==> config.mk <==
export PLATFORM = sky130hd
export DESIGN_NAME = jsds_queue
export DESIGN_NICKNAME = d
export VERILOG_FILES = /design/src/rtl/jsds_pkg.sv /design/src/rtl/jsds_queue.sv
export SDC_FILE = /design/constraint.sdc
export NUM_CORES = 1
export LEC_CHECK = 0
export BUFFER_PORTS_ARGS = -buffer_cell sky130_fd_sc_hd__buf_2
export CAP_MARGIN = 20
export CORE_MARGIN = 10
export CORE_UTILIZATION = 50
export DETAILED_ROUTE_END_ITERATION = 8
export PLACE_DENSITY = 0.74
export SYNTH_ARGS = -nofsm -noshare
export SYNTH_HDL_FRONTEND = slang
export SYNTH_SLANG_ARGS = --single-unit
export TNS_END_PERCENT = 10
==> constraint.sdc <==
create_clock -name clk -period 2 [get_ports clk]
set_input_delay 0.6 -clock clk [delete_from_list [all_inputs] [get_ports clk]]
set_output_delay 0.6 -clock clk [all_outputs]
set_load 0.01 [all_outputs]
==> src/rtl/jsds_pkg.sv <==
// Package: widths, sizes and payload types of the job scheduler.
`default_nettype none

package jsds_pkg;

  localparam int MAX_JOBS    = 32;
  localparam int DEADLINE_W  = 16;
  localparam int PROFIT_W    = 32;
  localparam int JOB_ID_W    = 6;
  localparam int SLOT_W      = 5;
  localparam int CNT_W       = $clog2(MAX_JOBS + 1);
  localparam int IDX_W       = $clog2(MAX_JOBS);
  localparam int QUEUE_DEPTH = 4;
  localparam int Q_PTR_W     = $clog2(QUEUE_DEPTH);
  localparam int Q_CNT_W     = $clog2(QUEUE_DEPTH + 1);

  typedef struct packed {
    logic [DEADLINE_W-1:0]      deadline;
    logic signed [PROFIT_W-1:0] profit;
    logic                       last_job;
  } job_t;

  typedef struct packed {
    logic [JOB_ID_W-1:0] job_id;
    logic [SLOT_W-1:0]   slot_index;
    logic                last_result;
  } result_t;

  // One ranked job on its way to slot allocation; top is the clipped deadline.
  typedef struct packed {
    logic [CNT_W-1:0]    top;
    logic [JOB_ID_W-1:0] job_id;
    logic                last;
  } sched_t;

endpackage

`default_nettype wire

==> src/rtl/jsds_queue.sv <==
// Short FIFO of ranked jobs between the front end and the slot allocator.
`default_nettype none

module jsds_queue (
  input  logic             clk,
  input  logic             rst,
  input  logic             push,
  input  jsds_pkg::sched_t push_entry,
  output logic             full,
  input  logic             pop,
  output logic             head_valid,
  output jsds_pkg::sched_t head
);
  import jsds_pkg::*;

  sched_t             entries [QUEUE_DEPTH];
  logic [Q_PTR_W-1:0] wr_ptr, rd_ptr;
  logic [Q_CNT_W-1:0] fill;
  logic               do_push, do_pop;

  assign full       = fill == Q_CNT_W'(QUEUE_DEPTH);
  assign head_valid = fill != '0;
  assign head       = entries[rd_ptr];
  assign do_push    = push && !full;
  assign do_pop     = pop && head_valid;

  always_ff @(posedge clk) begin
    if (rst) begin
      wr_ptr <= '0;
      rd_ptr <= '0;
      fill   <= '0;
    end else begin
      if (do_push) begin
        wr_ptr <= (wr_ptr == Q_PTR_W'(QUEUE_DEPTH - 1)) ? '0 : wr_ptr + Q_PTR_W'(1);
      end
      if (do_pop) begin
        rd_ptr <= (rd_ptr == Q_PTR_W'(QUEUE_DEPTH - 1)) ? '0 : rd_ptr + Q_PTR_W'(1);
      end
      if (do_push && !do_pop) begin
        fill <= fill + Q_CNT_W'(1);
      end else if (do_pop && !do_push) begin
        fill <= fill - Q_CNT_W'(1);
      end
    end
  end

  always_ff @(posedge clk) begin
    if (do_push) begin
      entries[wr_ptr] <= push_entry;
    end
  end

endmodule

`default_nettype wire

# After elaboration in Yosys (flattened, before gate mapping)
# Memories as Yosys holds them, arrays and structs flattened. A register that Yosys moved wholly into a read port is not among the register bits.
# Cells that the tools add are included.
[word_totals] romBits=0 ramBits=52 word_cells=28 out_inout_bits=15 ff_bits=7 input_bits=17 mem_count=1 latchBits=0
[op_classes] reduce_logical=9 n_shift=0 eq_ne=3 mul=0 order_cmp=0 mux=8 bitwise_logic=0 add_sub_neg=4 n_div=0
[memory_table] memory="entries" depth=4 width=13 read_ports=1 rd_ports_with_merged_regs=1 wr=1 line_no="jsds_queue.sv:16" text="sched_t entries [QUEUE_DEPTH];"
[op_table] operator="2-bit two-way mux" n=4
[op_table] operator="3-bit two-way mux" n=2
[op_table] operator="2-bit by 1-bit adder with 2-bit output, second input constant" n=2
[op_table] operator="2-bit == test, second input constant" n=2
[op_table] operator="1-bit logical AND" n=4
[op_table] operator="3-bit by 1-bit adder with 3-bit output, second input constant" n=1
[op_table] operator="3-bit == test, second input constant" n=1
[op_table] operator="1-bit logical NOT" n=3
[op_table] operator="3-bit nonzero test" n=1
[op_table] operator="3-bit by 1-bit subtractor with 3-bit output, second input constant" n=1
[op_table] operator="1-bit two-way mux" n=2
[op_table] operator="2-bit nonzero test" n=1

# Logic depth before layout (Yosys ltp)
[logic_depth] word_depth=7 ltp_mapped=10 ltp_nobuf=9

# Worst setup path before layout
# OpenSTA, ideal clock, no wires.
[synth_timing] path_type="reg2reg" startpoint="reg fill[0]" endpoint="reg fill[2]" path_buffers=1 required_ns=1.930 arrival_ns=2.096 path_stages_with_launch=11 slack_ns=-0.166 path_cell_list="dfxtp_1 > or3b_1 > buf_6 > clkinv_4 > nor2_2 > ha_1 > inv_1 > fa_1 > xor2_1 > or3_2 > a21oi_1"
[synth_between] elab_chain_cells=6 elab_cells_between_ends=14 cone_classes="2 x add/sub; 1 x eq/ne; 2 x mux; 9 x reduce/logical"
[synth_rtl] item="from (decl)" line_no="jsds_queue.sv:18" text="logic [Q_CNT_W-1:0] fill;"
[synth_rtl] item="from (signal assigned)" line_no="jsds_queue.sv:40" text="fill <= fill + Q_CNT_W'(1);"
[synth_rtl] item="from (signal assigned)" line_no="jsds_queue.sv:42" text="fill <= fill - Q_CNT_W'(1);"
[synth_rtl] item="3-bit == test *" line_no="jsds_queue.sv:21" text="assign full = fill == Q_CNT_W'(QUEUE_DEPTH);"
[synth_rtl] item="via full" line_no="jsds_queue.sv:9" text="output logic full,"
[synth_rtl] item="1-bit logical NOT *" line_no="jsds_queue.sv:24" text="assign do_push = push && !full;"
[synth_rtl] item="1-bit logical AND *" line_no="jsds_queue.sv:24"
[synth_rtl] item="via do_push" line_no="jsds_queue.sv:19" text="logic do_push, do_pop;"
[synth_rtl] item="1-bit logical NOT" line_no="jsds_queue.sv:41" text="end else if (do_pop && !do_push) begin"
[synth_rtl] item="1-bit logical AND" line_no="jsds_queue.sv:41"
[synth_rtl] item="2-bit nonzero test (no line)"
# Mark *: on every way through the listed nets, which the timed path passes. The rest lies on a longest branch. The select of a mux whose other input is x is not followed.
# A chain may end at the register's enable or synchronous reset.

==> impl_metrics.ini <==
[floorplanning]
start_util = 0.528
coreArea_um2 = 4470
rows = 24
io_pins = 32
dieArea_um2 = 7880
dieWidth_um = 88.8
die_h_um = 88.8

[timing]
slew_violations = 0
min_period_over_period = 1.05
finClkSkew_ns = 0.00628
setup_viol = 13
tightest_slew_ns = 0.392
fin_setup_tns_ns = -0.972
max_freq_ghz = 0.478
slew_headroom = 0.739
rsz0062_at_grt = yes
setup_slack_ns = -0.0922
finalCriticalPeriod_ns = 2.09
hold_violations = 0

[critical_path]
cp-end-kind = primary output
rr_startpoint = fill[2]
worst-setup-path-type = reg2out
crit_path_cell_trace = buf_8 > mux4_2 > buf_6
cpLargestDelayFamily = multiplexers
critPathRequiredTime_ns = 1.40
cp_slowest_stage_delay_ns = 0.52
critPathArrivalTime_ns = 1.49
startpoint_type = flop
slowest_stage = mux4_2
crit_buf_inv = 2
crit_fanout = 8

[global_route]
grt_pass1_wl_mm = 6.64
grt_max_degree = 14
antenna_found_initial = 0
track_usage = 0.118
grt_pass1_vias = 1342
gr-total-overflow = 0

[synthesis]
synth-main-ff-cell = edfxtp_1
synth-edff-count = 52
ys_warn_count = 0
synth_seq_cells = 61
synth_cells = 117
synth.yosys.seq_area_share = 0.737
synth.distinct_cells = 25
syn_avg_cell_area_um2 = 20.2
async_flop_share = 0
syn_nets = 141
syn_area_um2 = 2360

[detailed_routing]
ant_nets = 0
post_drt_wl_per_cell_um = 19.3
wl_mm = 4.27
via_per_inst = 5.57
drt_first_iter_violations = 80
vias = 1231
drc_errors = 0
firstDrtPassIters = 4

[status]
status = complete, but fails checks
violations = negative setup slack

[power]
leakage_nw = 1.05
swShare = 0.272
power_mw = 3.53
ir_drop_mv = 0.802
clock_power_share = 0.238
p_sw_uw = 959
power_frac_seq = 0.465
power_density_nw_per_um2 = 1220
internal_power_mw = 2.57
p_comb_frac = 0.298

[placed_design]
hpwl_mm = 2.81
io_buffer_count = 31
place_congestion = 0.782

[clock_network]
path_clk_slew_ns = 0.06
postCtsHoldBufs = 0
numCtsBuffers = 9
numClockSinks = 61
clock-root-buffer = clkbuf_8
cts_tree = yes
cts_buffer_depth = 2
h-tree-depth = 3
worstSkewPairLatency_ns = 0.33

[run]
maxCapViolations = 0

[worst_hold_path]
min_path_type = in2reg
hold_start = push_entry[5]

[layout]
fin_nets = 189
syn_to_final_growth_pct = 22.7
drive_gt1_frac = 0.491
diodes = 0
[worst register-to-register path, cell delays in order, from the launching register on]
cell and delay, ns:
dfxtp_4 0.34, or3b_4 0.25, clkinv_4 0.06, nor2_4 0.11, ha_4 0.15, inv_2 0.04
fa_2 0.33, xor2_1 0.16, or3_4 0.33, a21oi_2 0.16
[final timing paths]
check                   to  slack (ns)  cells past startpoint
max                head[8]       -0.09                      3
min          entries[1][5]        0.49                      1
max reg2reg        fill[2]        0.01                      9
min reg2reg           flop        0.49                      2
[final cells by class]
type	count	area, um^2
repair buffers	41	295
multi-input cells	47	614
inverters	5	23.8
flip-flops and latches	61	1750
well taps	52	65.1
clock buffers	11	131
fillers	311	1570
clock inverters	4	16.3
[state kept, by name (all words and copies together) (netlist names), named ones only]
signal	cells
entries	52
fill	3
rd_ptr	2
wr_ptr	2
[through the flow]
step | hold WS [ns] | util | std cells | setup WS (ns) | cell area, um^2
floorplan | 0.463 | - | 117 | -0.0272 | 2380
global placement | 0.482 | 0.591 | 205 | -0.0981 | 2650
detailed placement | 0.487 | 0.591 | 205 | -0.222 | 2650
CTS | 0.470 | 0.635 | 220 | -0.124 | 2840
global route | 0.474 | 0.648 | 221 | -0.156 | 2900
finish | 0.488 | 0.648 | 221 | -0.0922 | 2900
[power by group through the flow]
stage          sequential, mW  clock, mW  combinational [mW]
4_1_cts                  1.63      0.865               0.982
3_3_place_gp             1.64          0               0.861
6_report                 1.64      0.840                1.05
3_5_place_dp             1.65          0               0.898
5_1_grt                  1.66      0.918                1.15
2_1_floorplan            1.64          0               0.582
[cell families after synthesis]
family / after synthesis / synth area share
compound gates: 7 / 0.0212
buf+inv: 9 / 0.0212
simple gates: 16 / 0.0408
flops: 61 / 0.737
mux: 15 / 0.132
xor+xnor: 2 / 0.00741
fa+ha+maj: 7 / 0.0402
[per-layer routing]
layer	vias to the layer above	track usage	share of wire
met1	621	0.125	0.41
met5	-	0	0
met3	10	0.0414	0.048
met4	0	0.0793	0.025
li1	566	-	-
met2	34	0.195	0.52
[timing repair]
item | CTS | global route
setup buffers | 0 | 1
endpoints found under the setup margin | 14 | 14
pin swaps | 0 | 4
resized for setup | 11 | 9
[placed cells by master, fill, tap and decap left out, drive strengths merged, types with 3 or more instances in the layout]
cell	synthesis	routed
mux4	13	13
clkinv	1	5
and3	4	4
nor2	4	4
buf	2	41
inv	4	4
clkbuf	2	11
ha	6	6
dfxtp	9	9
edfxtp	52	52
or3	3	3
a21oi	3	3
[Yosys cell counts, types with 2 or more instances]
cell type | count | area share
nand3_1 | 2 | 0.0042
edfxtp_1 | 52 | 0.66
xor2_1 | 2 | 0.0074
and3_2 | 4 | 0.013
inv_1 | 4 | 0.0064
or3_2 | 2 | 0.0064
mux2i_1 | 2 | 0.0085
mux4_2 | 13 | 0.12
o31ai_2 | 2 | 0.011
clkbuf_1 | 2 | 0.0032
a21oi_1 | 3 | 0.0064
nor2_1 | 3 | 0.0048
ha_1 | 6 | 0.032
dfxtp_1 | 9 | 0.076
(Power assumes the default switching activity.)
