$ cat config.mk
export PLATFORM = sky130hd
export DESIGN_NAME = jsds_back
export DESIGN_NICKNAME = d
export VERILOG_FILES = /design/src/rtl/jsds_pkg.sv /design/src/rtl/jsds_back.sv
export SDC_FILE = /design/constraint.sdc
export NUM_CORES = 1
export LEC_CHECK = 0
export BUFFER_PORTS_ARGS = -buffer_cell sky130_fd_sc_hd__buf_2
export CAP_MARGIN = 25
export CORE_ASPECT_RATIO = 0.5
export CORE_MARGIN = 2
export CORE_UTILIZATION = 65
export CTS_BUF_LIST = sky130_fd_sc_hd__clkbuf_8
export DETAILED_ROUTE_END_ITERATION = 10
export PLACE_DENSITY = 0.84
export RECOVER_POWER = 50
export SLEW_MARGIN = 20
export SYNTH_ARGS = -nofsm -noshare
export SYNTH_HDL_FRONTEND = slang
export SYNTH_SLANG_ARGS = --single-unit
$ cat constraint.sdc
create_clock -name clk -period 3.85 [get_ports clk]
set_input_delay 0.5775 -clock clk [delete_from_list [all_inputs] [get_ports clk]]
set_output_delay 0.5775 -clock clk [all_outputs]
set_load 0.02 [all_outputs]
$ cat src/rtl/jsds_pkg.sv
// Package: widths, sizes and payload types of the job scheduler.
`default_nettype none

package jsds_pkg;

  localparam int MAX_JOBS    = 32;
  localparam int DEADLINE_W  = 16;
  localparam int PROFIT_W    = 32;
  localparam int JOB_ID_W    = 6;
  localparam int SLOT_W      = 5;
  localparam int CNT_W       = $clog2(MAX_JOBS + 1);
  localparam int IDX_W       = $clog2(MAX_JOBS);
  localparam int QUEUE_DEPTH = 4;
  localparam int Q_PTR_W     = $clog2(QUEUE_DEPTH);
  localparam int Q_CNT_W     = $clog2(QUEUE_DEPTH + 1);

  typedef struct packed {
    logic [DEADLINE_W-1:0]      deadline;
    logic signed [PROFIT_W-1:0] profit;
    logic                       last_job;
  } job_t;

  typedef struct packed {
    logic [JOB_ID_W-1:0] job_id;
    logic [SLOT_W-1:0]   slot_index;
    logic                last_result;
  } result_t;

  // One ranked job on its way to slot allocation; top is the clipped deadline.
  typedef struct packed {
    logic [CNT_W-1:0]    top;
    logic [JOB_ID_W-1:0] job_id;
    logic                last;
  } sched_t;

endpackage

`default_nettype wire

$ cat src/rtl/jsds_back.sv
// Back end: takes the latest free slot for each ranked job, then emits filled slots in order.
`default_nettype none

module jsds_back (
  input  logic              clk,
  input  logic              rst,
  input  logic              head_valid,
  input  jsds_pkg::sched_t  head,
  output logic              pop,
  output logic              result_valid,
  output jsds_pkg::result_t result
);
  import jsds_pkg::*;

  localparam logic ST_ALLOC = 1'b0;
  localparam logic ST_EMIT  = 1'b1;

  logic                state;
  logic [MAX_JOBS-1:0] taken;
  logic [JOB_ID_W-1:0] slot_job [MAX_JOBS];
  logic [IDX_W-1:0]    idx;

  logic [MAX_JOBS-1:0] cand, above;
  logic [IDX_W-1:0]    sel;
  logic                found, none_taken, hit, is_last;

  assign pop        = (state == ST_ALLOC) && head_valid;
  assign none_taken = taken == '0;
  assign hit        = taken[idx];
  assign is_last    = above == '0;

  // free slots below the clipped deadline; the highest one wins
  always_comb begin
    found = 1'b0;
    sel   = '0;
    for (int j = 0; j < MAX_JOBS; j++) begin
      cand[j]  = !taken[j] && (CNT_W'(j) < head.top);
      above[j] = taken[j] && (IDX_W'(j) > idx);
      if (cand[j]) begin
        found = 1'b1;
        sel   = IDX_W'(j);
      end
    end
  end

  always_ff @(posedge clk) begin
    if (rst) begin
      state        <= ST_ALLOC;
      taken        <= '0;
      idx          <= '0;
      result_valid <= 1'b0;
    end else begin
      result_valid <= 1'b0;
      case (state)
        ST_ALLOC: begin
          if (pop) begin
            if (found) begin
              taken[sel] <= 1'b1;
            end
            if (head.last) begin
              state <= ST_EMIT;
              idx   <= '0;
            end
          end
        end
        ST_EMIT: begin
          if (none_taken) begin
            result_valid <= 1'b1;
            state        <= ST_ALLOC;
          end else begin
            idx <= idx + IDX_W'(1);
            if (hit) begin
              result_valid <= 1'b1;
              if (is_last) begin
                taken <= '0;
                state <= ST_ALLOC;
              end
            end
          end
        end
        default: state <= ST_ALLOC;
      endcase
    end
  end

  always_ff @(posedge clk) begin
    if (pop && found) begin
      slot_job[sel] <= head.job_id;
    end
    if (state == ST_EMIT) begin
      if (none_taken) begin
        result.job_id      <= '0;
        result.slot_index  <= '0;
        result.last_result <= 1'b1;
      end else begin
        result.job_id      <= slot_job[idx];
        result.slot_index  <= SLOT_W'(idx);
        result.last_result <= is_last;
      end
    end
  end

endmodule

`default_nettype wire

* After elaboration in Yosys (flattened, before gate mapping) *
Memories as Yosys holds them, arrays and structs flattened. A register that Yosys moved wholly into a read port is not among the register bits.
Cells that the tools add are included.

word-level totals
  bits in writable memories = 192
  word-level logic and storage cells = 274
  output and inout bits = 14
  memories kept = 1
  input port bits = 16
  register bits after elaboration = 45

memories
  name      depth  bits a word  read ports  clocked after memory_dff  write ports  RTL line         text
  slot_job  32     6            1           1                         1            jsds_back.sv:20  logic [JOB_ID_W-1:0] slot_job [MAX_JOBS];

cells by class
  reductions and logical operators = 104
  bitwise gates (word level) = 2
  eq/ne operators = 6
  $lt $le $gt $ge = 67
  muxes and demuxes = 87
  $add $sub $neg = 1

operator list
  kind                   number
  $mux W5                33
  $mux W32               5
  $lt A5 B6 Y1 const A   16
  $gt A5 B5 Y1 const A   16
  $logic_and A1 B1 Y1    67
  $logic_not A32 Y1      2
  $pmux W32 S2           1
  $lt A4 B6 Y1 const A   8
  $mux W1                44
  $gt A4 B5 Y1 const A   8
  $logic_not A1 Y1       32
  $or A32 B32 Y32        1
  $lt A3 B6 Y1 const A   4
  $gt A3 B5 Y1 const A   4
  $lt A1 B6 Y1 const A   2
  $lt A2 B6 Y1 const A   2
  $lt A5 B6 Y1 const B   2
  $gt A1 B5 Y1 const A   2
  $gt A2 B5 Y1 const A   2
  $pmux W5 S2            1
  $ne A2 B2 Y1 const B   4
  $add A5 B1 Y5 const B  1
  $bmux W1 S5            1
  $demux W1 S5           1
  other kinds (7)        8

* Logic depth before layout (Yosys ltp) *
  depth after elaboration = 41
  gate-level depth with buffers = 14
  gate-level depth less buffers = 10

* Least setup slack after synthesis *
No wires, ideal clock.

  path type = in2reg
  start point = input port head[12] in the netlist's numbering
  end point = memory slot_job[11][0] (enable)
  slack = 284 ps
  library setup time = 377 ps
  stages on the path = 9
  buffers on the path = 3
  arrival time = 3189 ps
  data required time = 3473 ps
  cell sequence = buf_6 -> buf_2 -> a41oi_1 -> o221a_2 -> or3b_2 -> o41ai_1 -> a211oi_2 -> clkbuf_1 -> nor3_1

on the way
  word-level cells in the longest chain between the ends = 37
  elaborated cells between the ends (all ways) = 130
  those cells by class = order compare (32); mux (65); reduce/logical (33)

RTL lines
  item                           RTL line         text
  start: declaration             jsds_back.sv:8   input jsds_pkg::sched_t head,
  $lt A1 B6 Y1                   jsds_back.sv:37  cand[j] = !taken[j] && (CNT_W'(j) < head.top);
  $logic_and A1 B1 Y1            jsds_back.sv:37
  $mux W1 (32 in a row)          jsds_back.sv:39  if (cand[j]) begin
  $logic_and A1 B1 Y1            jsds_back.sv:87  if (pop && found) begin
  $mux W1                        jsds_back.sv:87
  $mux W1 (implied by the code)  jsds_back.sv:88  slot_job[sel] <= head.job_id;
  end: declaration               jsds_back.sv:20

Several ways; a longest one is shown, not always the timed one.

* Worst setup path in the final report *
  start point = input port head[12] in the netlist's numbering
  end point = memory slot_job[3][4] (enable)

The elaborated chain is that of the path after synthesis.

==> impl_metrics.ini <==
[outcome]
outcome = complete, but fails checks
violations = max-capacitance violations, max-slew violations

[min_path]
hold_depth = 2
min_to = idx[4]$_SDFFE_PP0P_
hold_start = rst
hold_path.class = input pin to flip-flop

[global_routing]
antenna_found_initial = 1
grt_max_degree = 58
grt_pass1_vias = 7709
grt_pass1_wl_mm = 46.35
grt.total_usage_pct = 33.82
grt-ovfl-total = 0

[clocking]
htreeDepth = 2
postCtsHoldBufs = 0
clk_latency_ns = 0.54
cts_buffer_depth = 3
post_cts_buffers = 0
cts_tree = built
ctsResizeCount = 0
cts-root-buf = clkbuf_8
clock_sinks = 243
clkTransAtPathRegs_ns = 0.07
cts-buffers-inserted = 34

[placed_design]
placed_cell_area_um2 = 12060
hpwlAfterDp_mm = 20.51
routabilityCongestion = 0.9568
placement.io_buffers = 29

[layout]
final_util_pct = 73.49
area_growth_pct = 11.83
fillers = 1035
n_antenna_cell = 0
fin_nets = 911
stdcell_area_um2 = 12630
drive_gt1_share_pct = 22.93

[synth]
synth_seq_cells = 243
ys.flop_type = edfxtp_1
avgSynthCellArea_um2 = 13.98
async_flop_share_pct = 0
netlist_area_um2 = 11290
syn-instance-count = 808
synth_edf_count = 204
ys_warn_count = 0
synth_area_leaders = edfxtp_1 54%, mux4_2 13%, dfxtp_1 6.9%, nor2_1 1.7%, a21oi_1 1.6%
syn_nets = 828
synth_seq_area_share_pct = 61.16
synth_top_cell_by_area = edfxtp_1
synth_top_area_share_pct = 54.24
yosysUniqueCellTypes = 76

[power]
pwr-share-seq_pct = 56.3
power.total_w = 0.005148
p_sw_w = 0.001284
p_int_w = 0.003864
combPwrFrac_pct = 8.3
vdd_ir_drop_max_mv = 0.3262
clockPowerShare_pct = 35.4
p_per_area_nw_per_um2 = 407.6
p_leak_nw = 4.029
swShare_pct = 24.94

[sta]
timing.fmax_mhz = 275.1
skew_ns = 0.02971
slew_headroom_pct = -5.579
worst_slew_pin_slew_ns = 1.584
fin_crit_ns = 3.635
rsz0062_at_grt = false
setup_violations = 0
hold_viol = 0
tns_ns = 0
final_max_slew_viol_count = 132
hold_ws_ns = 0.3789
final.period_utilization_pct = 94.41

[worst_setup_path]
timing.rr.end = result[10]$_SDFFCE_PN0P_
end_kind = flip-flop
crit_arrival_ns = 3.78
r2r_cells = 5
max_stage_delay_ns = 0.79
crit_chain = buf_2, nor2_1, o21ai_0, buf_4, a21oi_1, o311ai_0, a211o_1, nor3_1
r2r-start = idx[2]$_SDFFE_PP0P_
worstSetupStartpointType = input pin
setup.worst_path.class = input pin to flip-flop
ff2ff_setup_slack_ns = 0.42
slowest_stage = nor3_1
worstPathMaxFanout = 17
cp.required_ns = 3.99

[die]
start_util_pct = 65.71
dieArea_um2 = 18510
ios = 30
core_um2 = 17190
fp-row-count = 34
chipHeight_um = 97.21
die_w_um = 190.4

[route]
post-route-drc-count = 0
dr_total_vias = 8192
detailedRoute.firstPassIterationCount = 6
ant_nets = 0
post_drt_wl_per_cell_um = 26.89
viasPerCell = 7.123
totalWireLength_mm = 30.92
dr.first_iter.drc_count = 1344

[run]
maxCapViolations = 5
==> layout make-up <==
type                    count  area, um2  area share, %
flip-flops and latches    243       6912          54.73
clock buffers              34      467.9          3.705
repair buffers            101      668.1          5.290
well taps                 234      292.8          2.318
multi-input cells         469       4004          31.70
clock inverters            27      127.6          1.010
inverters                  42      157.7          1.248
==> worst max-delay path, delay by kind of cell <==
kind                   cells  cell delay [ns]
AO/OA/AOI/OAI              4             1.68
buffers and inverters      2             0.39
AND/OR/NAND/NOR            2             1.12
==> logic make-up after synthesis <==
family	count (synthesis)	synth area share [%]
and+or+nand+nor	210	9.716
buffers and inverters	96	3.512
DFF	243	61.16
adders and majority gates	5	0.5318
AOI/OAI and AO/OA	185	11.99
muxes	69	13.10
==> Yosys cell counts, drive strengths merged (3+ instances only) <==
cell type and count:
o311a 5, nand3 15, o221a 3, o22ai 25, inv 41, or4 5
o311ai 5, a2bb2oi 3, nand2 44, mux2i 6, dfxtp 39, or2 4
nor2b 7, a311oi 4, o211ai 7, nor4 13, nor2 52, nand2b 10
or3 5, o21ai 18, a21oi 36, a211o 5, a221o 4, o32ai 9
o31ai 6, and3 4, nor4b 3, a21bo 3, nand4 8, a31oi 4
edfxtp 204, a211oi 14, and2 4, nor3 27, clkbuf 30, ha 4
a21o 3, mux4 63, a2111oi 4, o21bai 3, buf 24, a22oi 7
==> sequential cells by signal (all words and copies together), names as in the netlist <==
name          cells
slot_job        192
taken            32
result           12
idx               5
result_valid      1
state             1
==> placed cells by master (no fill, tap or decap), types with 5 or more instances in the layout <==
master and instances:
a211o_1 5, a211oi_1 13, a21oi_1 35, a22oi_1 7, buf_2 12, buf_4 64
clkbuf_1 22, clkbuf_8 34, clkinv_1 15, dfxtp_1 37, edfxtp_1 204, inv_1 49
mux2i_1 6, mux4_2 63, nand2_1 44, nand2b_1 9, nand3_1 15, nand4_1 8
nor2_1 52, nor2b_1 7, nor3_1 25, nor4_1 13, o211ai_1 7, o21ai_0 18
o22ai_1 25, o311a_1 5, o31ai_1 5, o32ai_1 7, or3_1 5
==> per-stage QoR <==
stage               worst slack, ns  std cells
global route                 0.1944       1150
CTS                          0.3684       1148
finish                       0.2151       1150
detailed placement         -0.04835       1087
global placement            0.05871       1087
floorplan                    0.2839        808
==> worst max path at each step <==
stage | slack, ns | startpoint | depth (start not counted) | end
after global routing | 0.19 | head[12] | 8 | slot_job[3][4]$_DFFE_PP_
after global placement | 0.06 | head[12] | 10 | slot_job[23][0]$_DFFE_PP_
after floorplan | 0.28 | head[12] | 9 | slot_job[11][0]$_DFFE_PP_
after detailed placement | -0.05 | head[12] | 8 | slot_job[11][2]$_DFFE_PP_
final | 0.22 | head[12] | 8 | slot_job[3][4]$_DFFE_PP_
after CTS | 0.37 | head[12] | 8 | slot_job[11][1]$_DFFE_PP_
==> metal layers <==
metal / vias up / global-route usage (%) / wire length [um]
met5: - / 0 / 0
li1: 3421 / - / -
met2: 700 / 49.85 / 14000
met1: 3979 / 50.22 / 11820
met3: 92 / 9.606 / 4145
met4: 0 / 9.064 / 955
==> power by group through the flow <==
stage | registers (W) | logic, W | clock network (W)
final | 0.00290 | 0.000428 | 0.00182
after global routing | 0.00290 | 0.000452 | 0.00194
after CTS | 0.00289 | 0.000422 | 0.00182
after detailed placement | 0.00295 | 0.000419 | 0
after global placement | 0.00295 | 0.000408 | 0
after floorplan | 0.00295 | 0.000242 | 0
No activity file was read; power rests on OpenSTA's default activity.
